**config.mk**
```make
export PLATFORM = sky130hd
export DESIGN_NAME = feature_delta_varint_decoder
export DESIGN_NICKNAME = d
export VERILOG_FILES = /design/src/fdv_pkg.sv /design/src/feature_delta_varint_decoder.sv /design/src/fdv_in_stage.sv /design/src/fdv_core.sv /design/src/fdv_out_stage.sv
export VERILOG_INCLUDE_DIRS = /design/src /design/src/src
export SDC_FILE = /design/constraint.sdc
export NUM_CORES = 1
export LEC_CHECK = 0
export BUFFER_PORTS_ARGS = -buffer_cell sky130_fd_sc_hd__buf_4
export CORE_MARGIN = 10
export CORE_UTILIZATION = 55
export CTS_CLUSTER_DIAMETER = 120
export DETAILED_ROUTE_END_ITERATION = 8
export GPL_ROUTABILITY_DRIVEN = 0
export PLACE_DENSITY = 0.88
export RECOVER_POWER = 100
export SLEW_MARGIN = 20
export SYNTH_ARGS = -nofsm -noshare
export SYNTH_HDL_FRONTEND = slang
export SYNTH_HIERARCHICAL = 1
export SYNTH_SLANG_ARGS = --single-unit
```
**constraint.sdc**
```tcl
create_clock -name clk -period 5.9 [get_ports clk]
set_input_delay 1.475 -clock clk [delete_from_list [all_inputs] [get_ports clk]]
set_output_delay 1.475 -clock clk [all_outputs]
set_load 0.005 [all_outputs]
```
**src/feature_delta_varint_decoder_defines.svh**
```systemverilog
// Assertion macros for the feature delta varint decoder.
// Used by the top level only; no other dependencies.
`ifndef FEATURE_DELTA_VARINT_DECODER_DEFINES_SVH
`define FEATURE_DELTA_VARINT_DECODER_DEFINES_SVH

`ifndef SYNTH
// Same-cycle implication, checked out of reset.
`define FDV_ASSERT_IMP(label, clk, rst_n, ante, cons) \
  label: assert property (@(posedge clk) disable iff (!rst_n) (ante) |-> (cons)) \
    else $error("fdv assertion failed");
// Next-cycle implication, checked out of reset.
`define FDV_ASSERT_NXT(label, clk, rst_n, ante, cons) \
  label: assert property (@(posedge clk) disable iff (!rst_n) (ante) |=> (cons)) \
    else $error("fdv assertion failed");
`else
`define FDV_ASSERT_IMP(label, clk, rst_n, ante, cons)
`define FDV_ASSERT_NXT(label, clk, rst_n, ante, cons)
`endif

`endif

```
**src/fdv_pkg.sv**
```systemverilog
// Shared types, constants and helpers for the feature delta varint decoder.
// No dependencies.
`default_nettype none

package fdv_pkg;

  localparam logic [31:0] POS_ONE_BITS = 32'h3F80_0000;
  localparam logic [31:0] NEG_ONE_BITS = 32'hBF80_0000;
  localparam logic [3:0]  MAX_VARINT_BYTES = 4'd10;
  localparam logic [1:0]  LAST_VALUE_BYTE = 2'd3;

  localparam logic [1:0] ERR_NONE        = 2'd0;
  localparam logic [1:0] ERR_OVERLONG    = 2'd1;
  localparam logic [1:0] ERR_MID_FEATURE = 2'd2;

  typedef enum logic [1:0] {
    PH_VARINT = 2'b01,
    PH_VALUE  = 2'b10
  } phase_t;

  typedef struct packed {
    logic [7:0] data_byte;
    logic       block_start;
    logic       block_end;
  } in_t;

  typedef struct packed {
    logic [63:0] feat_idx;
    logic [31:0] value_bits;
    logic        out_of_order;
    logic        ends_block;
    logic [1:0]  error_code;
  } out_t;

  // Decoder status seen by the top level.
  typedef struct packed {
    logic       in_value;
    logic [3:0] varint_cnt;
  } status_t;

  // Bit position of the next 7-bit group: 7 * (count mod 10).
  function automatic logic [5:0] varint_shift(input logic [3:0] cnt);
    logic [5:0] sh;
    case (cnt)
      4'd0:    sh = 6'd0;
      4'd1:    sh = 6'd7;
      4'd2:    sh = 6'd14;
      4'd3:    sh = 6'd21;
      4'd4:    sh = 6'd28;
      4'd5:    sh = 6'd35;
      4'd6:    sh = 6'd42;
      4'd7:    sh = 6'd49;
      4'd8:    sh = 6'd56;
      4'd9:    sh = 6'd63;
      4'd10:   sh = 6'd0;
      4'd11:   sh = 6'd7;
      4'd12:   sh = 6'd14;
      4'd13:   sh = 6'd21;
      4'd14:   sh = 6'd28;
      4'd15:   sh = 6'd35;
      default: sh = 6'd0;
    endcase
    return sh;
  endfunction

endpackage

`default_nettype wire

```
**src/feature_delta_varint_decoder.sv**
```systemverilog
// Decodes a byte stream of zigzag delta varint feature indices, one byte per cycle
// while the result side is not stalled. Throughput is one byte per cycle under the
// same condition. The byte that completes a feature passes the input register, then
// the result register, before out_valid rises. The loop that sets the rate is the
// update of the running index and varint state, which holds one 64-bit add. in_ready
// follows out_ready combinationally through the one-entry input stage. Bytes that
// complete no feature and raise no error produce no transaction on the result side.
// Depends on fdv_pkg, fdv_in_stage, fdv_core, fdv_out_stage and the assertion macro header.
`default_nettype none

`include "feature_delta_varint_decoder_defines.svh"

module feature_delta_varint_decoder (
  input  wire logic          clk,
  input  wire logic          rst_n,
  input  wire logic          in_valid,
  output logic               in_ready,
  input  wire fdv_pkg::in_t  in_data,
  output logic               out_valid,
  input  wire logic          out_ready,
  output fdv_pkg::out_t      out_data
);
  import fdv_pkg::*;

  logic    stg_valid;
  in_t     stg_data;
  logic    can_take;
  logic    adv;
  logic    res_valid;
  out_t    res;
  status_t status;

  assign adv = stg_valid && can_take;

  fdv_in_stage u_in_stage (
    .clk       (clk),
    .rst_n     (rst_n),
    .in_valid  (in_valid),
    .in_ready  (in_ready),
    .in_data   (in_data),
    .adv       (adv),
    .stg_valid (stg_valid),
    .stg_data  (stg_data)
  );

  fdv_core u_core (
    .clk       (clk),
    .rst_n     (rst_n),
    .adv       (adv),
    .byte_in   (stg_data),
    .res_valid (res_valid),
    .res       (res),
    .status    (status)
  );

  fdv_out_stage u_out_stage (
    .clk       (clk),
    .rst_n     (rst_n),
    .ld        (adv && res_valid),
    .res       (res),
    .can_take  (can_take),
    .out_valid (out_valid),
    .out_ready (out_ready),
    .out_data  (out_data)
  );

  `FDV_ASSERT_IMP(a_err_zero_payload, clk, rst_n, out_valid && (out_data.error_code != ERR_NONE), (out_data.feat_idx == 64'd0) && (out_data.value_bits == 32'd0) && !out_data.out_of_order)
  `FDV_ASSERT_IMP(a_mid_feature_ends, clk, rst_n, out_valid && (out_data.error_code == ERR_MID_FEATURE), out_data.ends_block)
  `FDV_ASSERT_IMP(a_value_phase_cnt, clk, rst_n, status.in_value, status.varint_cnt == 4'd0)
  `FDV_ASSERT_NXT(a_stall_holds_state, clk, rst_n, stg_valid && !can_take, $stable(status))

endmodule

`default_nettype wire

```
**src/fdv_in_stage.sv**
```systemverilog
// Input register stage of the feature delta varint decoder.
// Depends on fdv_pkg.
`default_nettype none

module fdv_in_stage (
  input  wire logic         clk,
  input  wire logic         rst_n,
  input  wire logic         in_valid,
  output logic              in_ready,
  input  wire fdv_pkg::in_t in_data,
  input  wire logic         adv,
  output logic              stg_valid,
  output fdv_pkg::in_t      stg_data
);
  import fdv_pkg::*;

  logic stg_v_r, stg_v_nxt;
  in_t  stg_d_r;
  logic load;

  assign in_ready  = !stg_v_r || adv;
  assign load      = in_valid && in_ready;
  assign stg_v_nxt = load ? 1'b1 : (adv ? 1'b0 : stg_v_r);

  always_ff @(posedge clk) begin
    if (!rst_n) begin
      stg_v_r <= 1'b0;
    end else begin
      stg_v_r <= stg_v_nxt;
    end
  end

  always_ff @(posedge clk) begin
    if (load) begin
      stg_d_r <= in_data;
    end
  end

  assign stg_valid = stg_v_r;
  assign stg_data  = stg_d_r;

endmodule

`default_nettype wire

```
**src/fdv_core.sv**
```systemverilog
// Decode state and per-byte decode logic of the feature delta varint decoder.
// Depends on fdv_pkg.
`default_nettype none

module fdv_core (
  input  wire logic         clk,
  input  wire logic         rst_n,
  input  wire logic         adv,
  input  wire fdv_pkg::in_t byte_in,
  output logic              res_valid,
  output fdv_pkg::out_t     res,
  output fdv_pkg::status_t  status
);
  import fdv_pkg::*;

  logic [63:0] prev_r, prev_nxt;
  logic [63:0] acc_r, acc_nxt;
  logic [3:0]  cnt_r, cnt_nxt;
  phase_t      phase_r, phase_nxt;
  logic [1:0]  vcnt_r, vcnt_nxt;
  logic [31:0] vasm_r, vasm_nxt;

  // State after an optional block start
  logic [63:0] prev0, acc0;
  logic [3:0]  cnt0;
  phase_t      phase0;
  logic [1:0]  vcnt0;
  logic [31:0] vasm0;

  logic [7:0]  b;
  logic        blk_end;
  logic [63:0] acc1, feat_acc, diff, delta, idx;
  logic [3:0]  cnt1;
  logic [31:0] vasm1;
  logic        emit_feat, emit_err;
  logic [31:0] feat_bits;
  logic [1:0]  err_code;
  logic        err_end;

  assign b       = byte_in.data_byte;
  assign blk_end = byte_in.block_end;

  always_comb begin
    if (byte_in.block_start) begin
      prev0  = '0;
      acc0   = '0;
      cnt0   = '0;
      phase0 = PH_VARINT;
      vcnt0  = '0;
      vasm0  = '0;
    end else begin
      prev0  = prev_r;
      acc0   = acc_r;
      cnt0   = cnt_r;
      phase0 = phase_r;
      vcnt0  = vcnt_r;
      vasm0  = vasm_r;
    end
  end

  assign acc1  = acc0 | ({57'd0, b[6:0]} << varint_shift(cnt0));
  assign cnt1  = cnt0 + 4'd1;
  assign vasm1 = vasm0 | ({24'd0, b} << {vcnt0, 3'b000});

  // Zigzag delta from the gathered word, then the wrapping add
  assign diff  = {2'b00, feat_acc[63:2]};
  assign delta = {1'b0, diff[63:1]} ^ {64{diff[0]}};
  assign idx   = prev0 + delta;

  always_comb begin
    acc_nxt    = acc0;
    cnt_nxt    = cnt0;
    phase_nxt  = phase0;
    vcnt_nxt   = vcnt0;
    vasm_nxt   = vasm0;
    prev_nxt   = prev0;
    feat_acc   = acc0;
    feat_bits  = POS_ONE_BITS;
    emit_feat  = 1'b0;
    emit_err   = 1'b0;
    err_code   = ERR_NONE;
    err_end    = 1'b1;
    case (phase0)
      PH_VARINT: begin
        feat_acc = acc1;
        acc_nxt  = acc1;
        if (b[7]) begin
          cnt_nxt = cnt1;
          if (cnt1 >= MAX_VARINT_BYTES) begin
            emit_err = 1'b1;
            err_code = ERR_OVERLONG;
            err_end  = blk_end;
          end else if (blk_end) begin
            emit_err = 1'b1;
            err_code = ERR_MID_FEATURE;
          end
        end else begin
          cnt_nxt = '0;
          if (acc1[0]) begin
            emit_feat = 1'b1;
            feat_bits = NEG_ONE_BITS;
          end else if (acc1[1]) begin
            phase_nxt = PH_VALUE;
            vcnt_nxt  = '0;
            vasm_nxt  = '0;
            if (blk_end) begin
              emit_err = 1'b1;
              err_code = ERR_MID_FEATURE;
            end
          end else begin
            emit_feat = 1'b1;
          end
        end
      end
      PH_VALUE: begin
        vasm_nxt = vasm1;
        if (vcnt0 == LAST_VALUE_BYTE) begin
          emit_feat = 1'b1;
          feat_bits = vasm1;
        end else begin
          vcnt_nxt = vcnt0 + 2'd1;
          if (blk_end) begin
            emit_err = 1'b1;
            err_code = ERR_MID_FEATURE;
          end
        end
      end
      default: begin
        phase_nxt = PH_VARINT;
      end
    endcase

    // Any result ends the partial feature
    if (emit_feat || emit_err) begin
      acc_nxt   = '0;
      cnt_nxt   = '0;
      phase_nxt = PH_VARINT;
      vcnt_nxt  = '0;
      vasm_nxt  = '0;
    end
    if (emit_feat) begin
      prev_nxt = idx;
    end
  end

  always_comb begin
    res_valid = emit_feat || emit_err;
    if (emit_feat) begin
      res.feat_idx     = idx;
      res.value_bits   = feat_bits;
      res.out_of_order = delta[63];
      res.ends_block   = blk_end;
      res.error_code   = ERR_NONE;
    end else begin
      res.feat_idx     = '0;
      res.value_bits   = '0;
      res.out_of_order = 1'b0;
      res.ends_block   = err_end;
      res.error_code   = err_code;
    end
  end

  always_ff @(posedge clk) begin
    if (!rst_n) begin
      prev_r  <= '0;
      acc_r   <= '0;
      cnt_r   <= '0;
      phase_r <= PH_VARINT;
      vcnt_r  <= '0;
      vasm_r  <= '0;
    end else if (adv) begin
      prev_r  <= prev_nxt;
      acc_r   <= acc_nxt;
      cnt_r   <= cnt_nxt;
      phase_r <= phase_nxt;
      vcnt_r  <= vcnt_nxt;
      vasm_r  <= vasm_nxt;
    end
  end

  assign status.in_value   = (phase_r == PH_VALUE);
  assign status.varint_cnt = cnt_r;

endmodule

`default_nettype wire

```
**src/fdv_out_stage.sv**
```systemverilog
// Result register of the feature delta varint decoder.
// Depends on fdv_pkg.
`default_nettype none

module fdv_out_stage (
  input  wire logic          clk,
  input  wire logic          rst_n,
  input  wire logic          ld,
  input  wire fdv_pkg::out_t res,
  output logic               can_take,
  output logic               out_valid,
  input  wire logic          out_ready,
  output fdv_pkg::out_t      out_data
);
  import fdv_pkg::*;

  logic out_v_r, out_v_nxt;
  out_t out_d_r;

  assign can_take  = !out_v_r || out_ready;
  assign out_v_nxt = ld ? 1'b1 : (out_ready ? 1'b0 : out_v_r);

  always_ff @(posedge clk) begin
    if (!rst_n) begin
      out_v_r <= 1'b0;
    end else begin
      out_v_r <= out_v_nxt;
    end
  end

  always_ff @(posedge clk) begin
    if (ld) begin
      out_d_r <= res;
    end
  end

  assign out_valid = out_v_r;
  assign out_data  = out_d_r;

endmodule

`default_nettype wire
```
### Yosys cells after proc, flatten, opt, wreduce, memory -nomap -nowiden

Memories as Yosys holds them, arrays and structs flattened.
Cells that the tools add are included.

| word-level totals | value |
|---|---|
| register bits | 280 |
| memory bits (read-only) | 96 |
| bits of input ports | 14 |
| output and inout port bits | 102 |
| memories | 1 |

Memories:

| memory | words | width | rd ports | clocked after Yosys merged registers in | write ports | line | RTL |
|---|---|---|---|---|---|---|---|
| (name not given) | 16 | 6 | 1 | 0 | 0 | fdv_pkg.sv:44 | `case (cnt)` |

| operators by class | value |
|---|---|
| $add $sub $neg | 3 |
| $lt $le $gt $ge | 1 |
| equality and inequality tests | 3 |
| shift operators | 2 |
| muxes and demuxes | 59 |
| bitwise operators | 3 |
| reduce and logical (&&, ||, !) cells | 10 |

Operators by type and width:

| cell | number |
|---|---|
| $mux 64 | 5 |
| $mux 32 | 8 |
| $pmux 32 s2 | 2 |
| $add 64x64->64 | 1 |
| $or 64x64->64 | 1 |
| $shl 7x6->64 | 1 |
| $xor 61x64->64 | 1 |
| $mux 2 | 17 |
| $or 32x32->32 | 1 |
| $shl 8x5->32 | 1 |
| $mux 1 | 17 |
| $mux 4 | 4 |
| $pmux 2 s2 | 3 |
| $add 4x1->4 const B | 1 |
| $eq 2x2->1 const B | 2 |
| $ge 4x4->1 const B | 1 |
| $pmux 1 s2 | 2 |
| $reduce_bool 2->1 | 2 |
| $logic_and 1x1->1 | 3 |
| $logic_or 1x1->1 | 3 |
| $mux 3 | 1 |
| $add 2x1->2 const B | 1 |
| $eq 2x1->1 const B | 1 |
| $logic_not 1->1 | 2 |

### Logic depth before layout (Yosys ltp)

An unclocked memory read counts as a cell.

| logic depth | value |
|---|---|
| depth in word-level cells | 11 |
| gate-level depth with buffers | 29 |
| depth with buffers taken out | 26 |

### Modules after synthesis

The synthesis kept the hierarchy.

By module, submodules not included:

| module | times used | cells an instance | area each (um2) | seq. area each (um2) |
|---|---|---|---|---|
| fdv_core | 1 | 1639 | 12341.8 | 3363.2 |
| fdv_out_stage | 1 | 104 | 3051.7 | 3022.9 |
| fdv_in_stage | 1 | 15 | 357.8 | 320.3 |
| feature_delta_varint_decoder | 1 | 2 | 12.5 | 0.0 |

### Least setup slack after synthesis

OpenSTA, ideal clock, no wires.

| timing path | value |
|---|---|
| path kind | register to register |
| from | register u_in_stage.stg_d_r, in the netlist u_in_stage/stg_data[1] |
| to | register u_out_stage.out_d_r, in the netlist u_out_stage/out_data[98] (data pin) |
| setup time | 0.266 ns |
| arrival time | 6.089 ns |
| data required time | 5.634 ns |
| path slack | -0.455 ns |
| stages on the path, launching flop included | 27 |
| buffers on the path | 5 |
| period minus slack after synthesis | 6.355 ns |
| path through | edfxtp_1 -> clkbuf_1 -> clkbuf_1 -> clkbuf_1 -> nor2_1 -> inv_1 -> ha_1 -> clkbuf_1 -> o21ai_1 -> nor2_1 -> and3_1 -> a21oi_1 -> buf_2 -> xor2_1 -> ha_1 -> fa_1 -> a21o_1 -> a2111oi_0 -> nor3_1 -> a31o_2 -> a21oi_1 -> o31ai_1 -> a21oi_1 -> o211ai_1 -> a221o_1 -> xnor2_1 -> nor2_1 |

| on the way | value |
|---|---|
| word-level cells in the longest chain between the ends | 8 |

RTL lines:

| item | line | RTL |
|---|---|---|
| from (decl) | fdv_in_stage.sv:18 | `in_t stg_d_r;` |
| from (signal assigned) | fdv_in_stage.sv:35 | `stg_d_r <= in_data;` |
| branches (longest 8 deep; another with $add 64x64->64) | -- |  |
| to (signal assigned) | fdv_out_stage.sv:33 | `out_d_r <= res;` |
| to (decl) | fdv_out_stage.sv:18 | `out_t out_d_r;` |

Parallel ways; which one is timed is not known.
A chain may end at the register's enable or synchronous reset.

### Final worst setup path

| timing path | value |
|---|---|
| from | register u_in_stage.stg_d_r, in the netlist u_in_stage/stg_data[1] |
| to | register u_out_stage.out_d_r, in the netlist u_out_stage/out_data[99] (data pin) |

Same word-level chain as after synthesis.

==> impl_metrics.py <==
metrics = {
    "run_status": {
        "status": "complete, but fails checks",
        "failed_checks": "capacitance limit, slew limit",
    },
    "yosys": {
        "synthCells": 1759,
        "syn-cell-area_um2": 15760,
        "ys_warn_count": 6,
        "syn_nets": 1851,
        "syn_area_per_cell_um2": 8.958,
    },
    "timing": {
        "skew_ps": 49.12,
        "worstMarginPinSlew_ps": 1967,
        "final-hold-violation-count": 0,
        "post-route-period-util_pct": 96.91,
        "post-route-min-period_ps": 5718,
        "slew_headroom_pct": -31.16,
        "setup_viol": 0,
        "drv_slew": 53,
        "fmax_mhz": 174.9,
        "tns_ps": 0,
    },
    "finish": {
        "drive_above_1_share_pct": 15.50,
        "syn_to_final_growth_pct": 17.42,
        "fin_area_um2": 18500,
        "antenna_cells": 0,
        "fin_nets": 1979,
        "fin_util_pct": 66.06,
    },
    "setup_path": {
        "start_kind": "register",
        "slowest_stage": "or3_1",
        "reg2reg_to": "u_out_stage/out_data[99]",
        "cp.arrival_ps": 6000,
        "r2r_slack_ps": 180,
        "crit_type": "register to register",
        "worstPathCellList": "inv_2 > nand2_1 > ha_4 > a211oi_2 > a21o_1 > buf_6 > mux2i_1 > o21ai_2 > nand2_1 > o22ai_1 > a22oi_1 > xnor2_1 > ha_1 > nand4_1 > or3_1 > o221a_2 > o31a_1 > o31a_1 > o31ai_4 > a221oi_1 > o31a_1 > xnor2_1 > nor2_1",
        "worstPathRequired_ps": 6180,
        "crit_path_max_incr_delay_ps": 430,
        "cp_max_fo": 11,
        "reg2reg_depth": 23,
        "timing.rr.start": "u_in_stage/stg_data[1]",
        "path_common_cell": "o31a_1",
        "crit_start": "u_in_stage/stg_data[1]",
        "critPathCaptureType": "register",
        "crit_path_end": "u_out_stage/out_data[99]",
    },
    "floorplanning": {
        "pin_count": 116,
        "rows": 61,
        "die_h_um": 189.3,
        "fp.coreArea_um2": 28010,
        "dieArea_um2": 35820,
        "die_w_um": 189.3,
        "start_util_pct": 56.26,
    },
    "clocking": {
        "root_buffer": "clkbuf_16",
        "ctsHtreeMaxLevel": 1,
        "clock_latency_ps": 580,
        "cts_buffers": 29,
        "path_clk_slew_ps": 60,
        "clock_sinks": 280,
        "ctsHoldBuffers": 0,
        "tritoncts": "yes",
        "cts_max_path_buffers": 3,
    },
    "global_routing": {
        "grt_first_pass_wirelength_mm": 69.46,
        "overflow": 0,
        "grt_pass1_vias": 13533,
        "track_usage_pct": 23.18,
        "grt_max_degree": 68,
        "antenna_found_initial": 1,
    },
    "place": {
        "io_buffers": 115,
        "placed_area_um2": 17280,
        "dp_hpwl_mm": 30.60,
    },
    "power": {
        "power_frac_comb_pct": 18.8,
        "pwr-share-seq_pct": 43.3,
        "power_switching_mw": 1.395,
        "clkPwrFrac_pct": 37.9,
        "total_power_mw": 4.942,
        "ir_worst_vdd_mv": 0.2466,
        "netSwitchingFraction_pct": 28.22,
        "p_leak_nw": 7.115,
        "power.density_nw_per_um2": 267.1,
        "intPower_mw": 3.548,
    },
    "detailed_routing": {
        "first_pass_iters": 8,
        "drt_wl_total_mm": 44.81,
        "drc": 0,
        "first_iter_violations": 1841,
        "vias": 14290,
        "drt-wirelength-per-cell_um": 19.58,
        "final_antenna_net_count": 0,
        "vias_per_cell": 6.246,
    },
    "worst_hold_path": {
        "hp-class": "register to register",
    },
    "run": {
        "max_cap_violations": 1,
    },
}
-- placed cells by master, fill, tap and decap left out, types with 7 or more instances in the layout --
master / count
nand3_1: 33
xnor2_1: 85
a22oi_1: 53
clkbuf_16: 30
a21oi_2: 8
clkbuf_1: 38
buf_4: 81
and3_1: 7
dfxtp_1: 170
xor2_1: 36
a21oi_1: 126
a21boi_0: 13
nor2_1: 167
and2_1: 40
a21o_1: 43
o21bai_1: 7
a31oi_1: 11
nor3_1: 18
o21a_1: 11
nor2b_1: 118
nand2b_1: 19
o21ai_0: 124
a22o_1: 33
nand2_1: 173
ha_1: 73
inv_1: 13
nand4_1: 14
o21ai_1: 9
edfxtp_1: 110
clkbuf_4: 83
-- power by group through the flow --
stage	Sequential [mW]	Clock [mW]	Combinational, mW
after detailed placement	2.18	0	0.870
after global placement	2.18	0	0.846
after floorplan	2.18	0	0.586
after global routing	2.15	1.97	1.00
after CTS	2.14	1.89	0.879
final	2.14	1.87	0.928
-- through the flow --
stage | worst slack [ps] | cells | hold slack (ps)
6_report | 182.4 | 2288 | 449.1
4_1_cts | 3.483 | 2276 | 449.5
3_5_place_dp | -82.95 | 2222 | 435.4
2_1_floorplan | 4.925 | 1759 | 417.3
5_1_grt | -45.33 | 2288 | 476.9
3_3_place_gp | 30.84 | 2222 | 427.5
-- worst min-delay path by stage --
stage                 startpoint           endpoint  slack [ps]  depth (start not counted)
2_1_floorplan  u_core/prev_r[31]  u_core/prev_r[31]         420                          2
3_3_place_gp   u_core/prev_r[53]  u_core/prev_r[53]         430                          2
3_5_place_dp   u_core/prev_r[49]  u_core/prev_r[49]         440                          2
4_1_cts        u_core/prev_r[49]  u_core/prev_r[49]         450                          2
5_1_grt         u_core/acc_r[51]   u_core/acc_r[51]         480                          2
6_report       u_core/prev_r[49]  u_core/prev_r[49]         450                          2
-- area by class of cell --
| class | count | area, µm² |
|---|---|---|
| clock buffer | 40 | 808.3 |
| clock inverter | 14 | 166.4 |
| fill | 2099 | 9508 |
| inverter | 17 | 73.82 |
| multi-input combinational | 1357 | 8838 |
| sequential | 280 | 6706 |
| tap | 378 | 473.0 |
| timing repair buffer | 202 | 1436 |
-- state kept, by name, summed over array words and instances (netlist names) --
name / count
u_out_stage/out_data: 100
u_core/vcnt_r: 2
u_core/phase_r: 2
u_core/vasm_r: 32
u_core/cnt_r: 4
u_in_stage/stg_data: 10
u_out_stage/out_valid: 1
u_core/acc_r: 64
u_in_stage/stg_valid: 1
u_core/prev_r: 64
-- per-layer routing --
layer,up-vias,share of wire [%],GRT usage [%]
li1,6517,-,-
met1,6694,39,29.52
met2,891,46,38.03
met3,188,10,4.263
met4,0,4.2,9.554
met5,-,0,0
-- what timing repair did --
item,4_1_cts,5_1_grt
endpoints found under the setup margin,4,58
resized for setup,4,71
buffers inserted,0,12
pin swaps,0,12
-- worst max-delay path, delay by kind of cell, from the launching register on --
kind	cells	cell delay, ps
compound gates	11	2690
simple gates	5	920
fa+ha+maj	2	690
flops	1	390
xor+xnor	2	360
buf+inv	2	280
mux	1	100
Power figures use the tool's default switching activity.
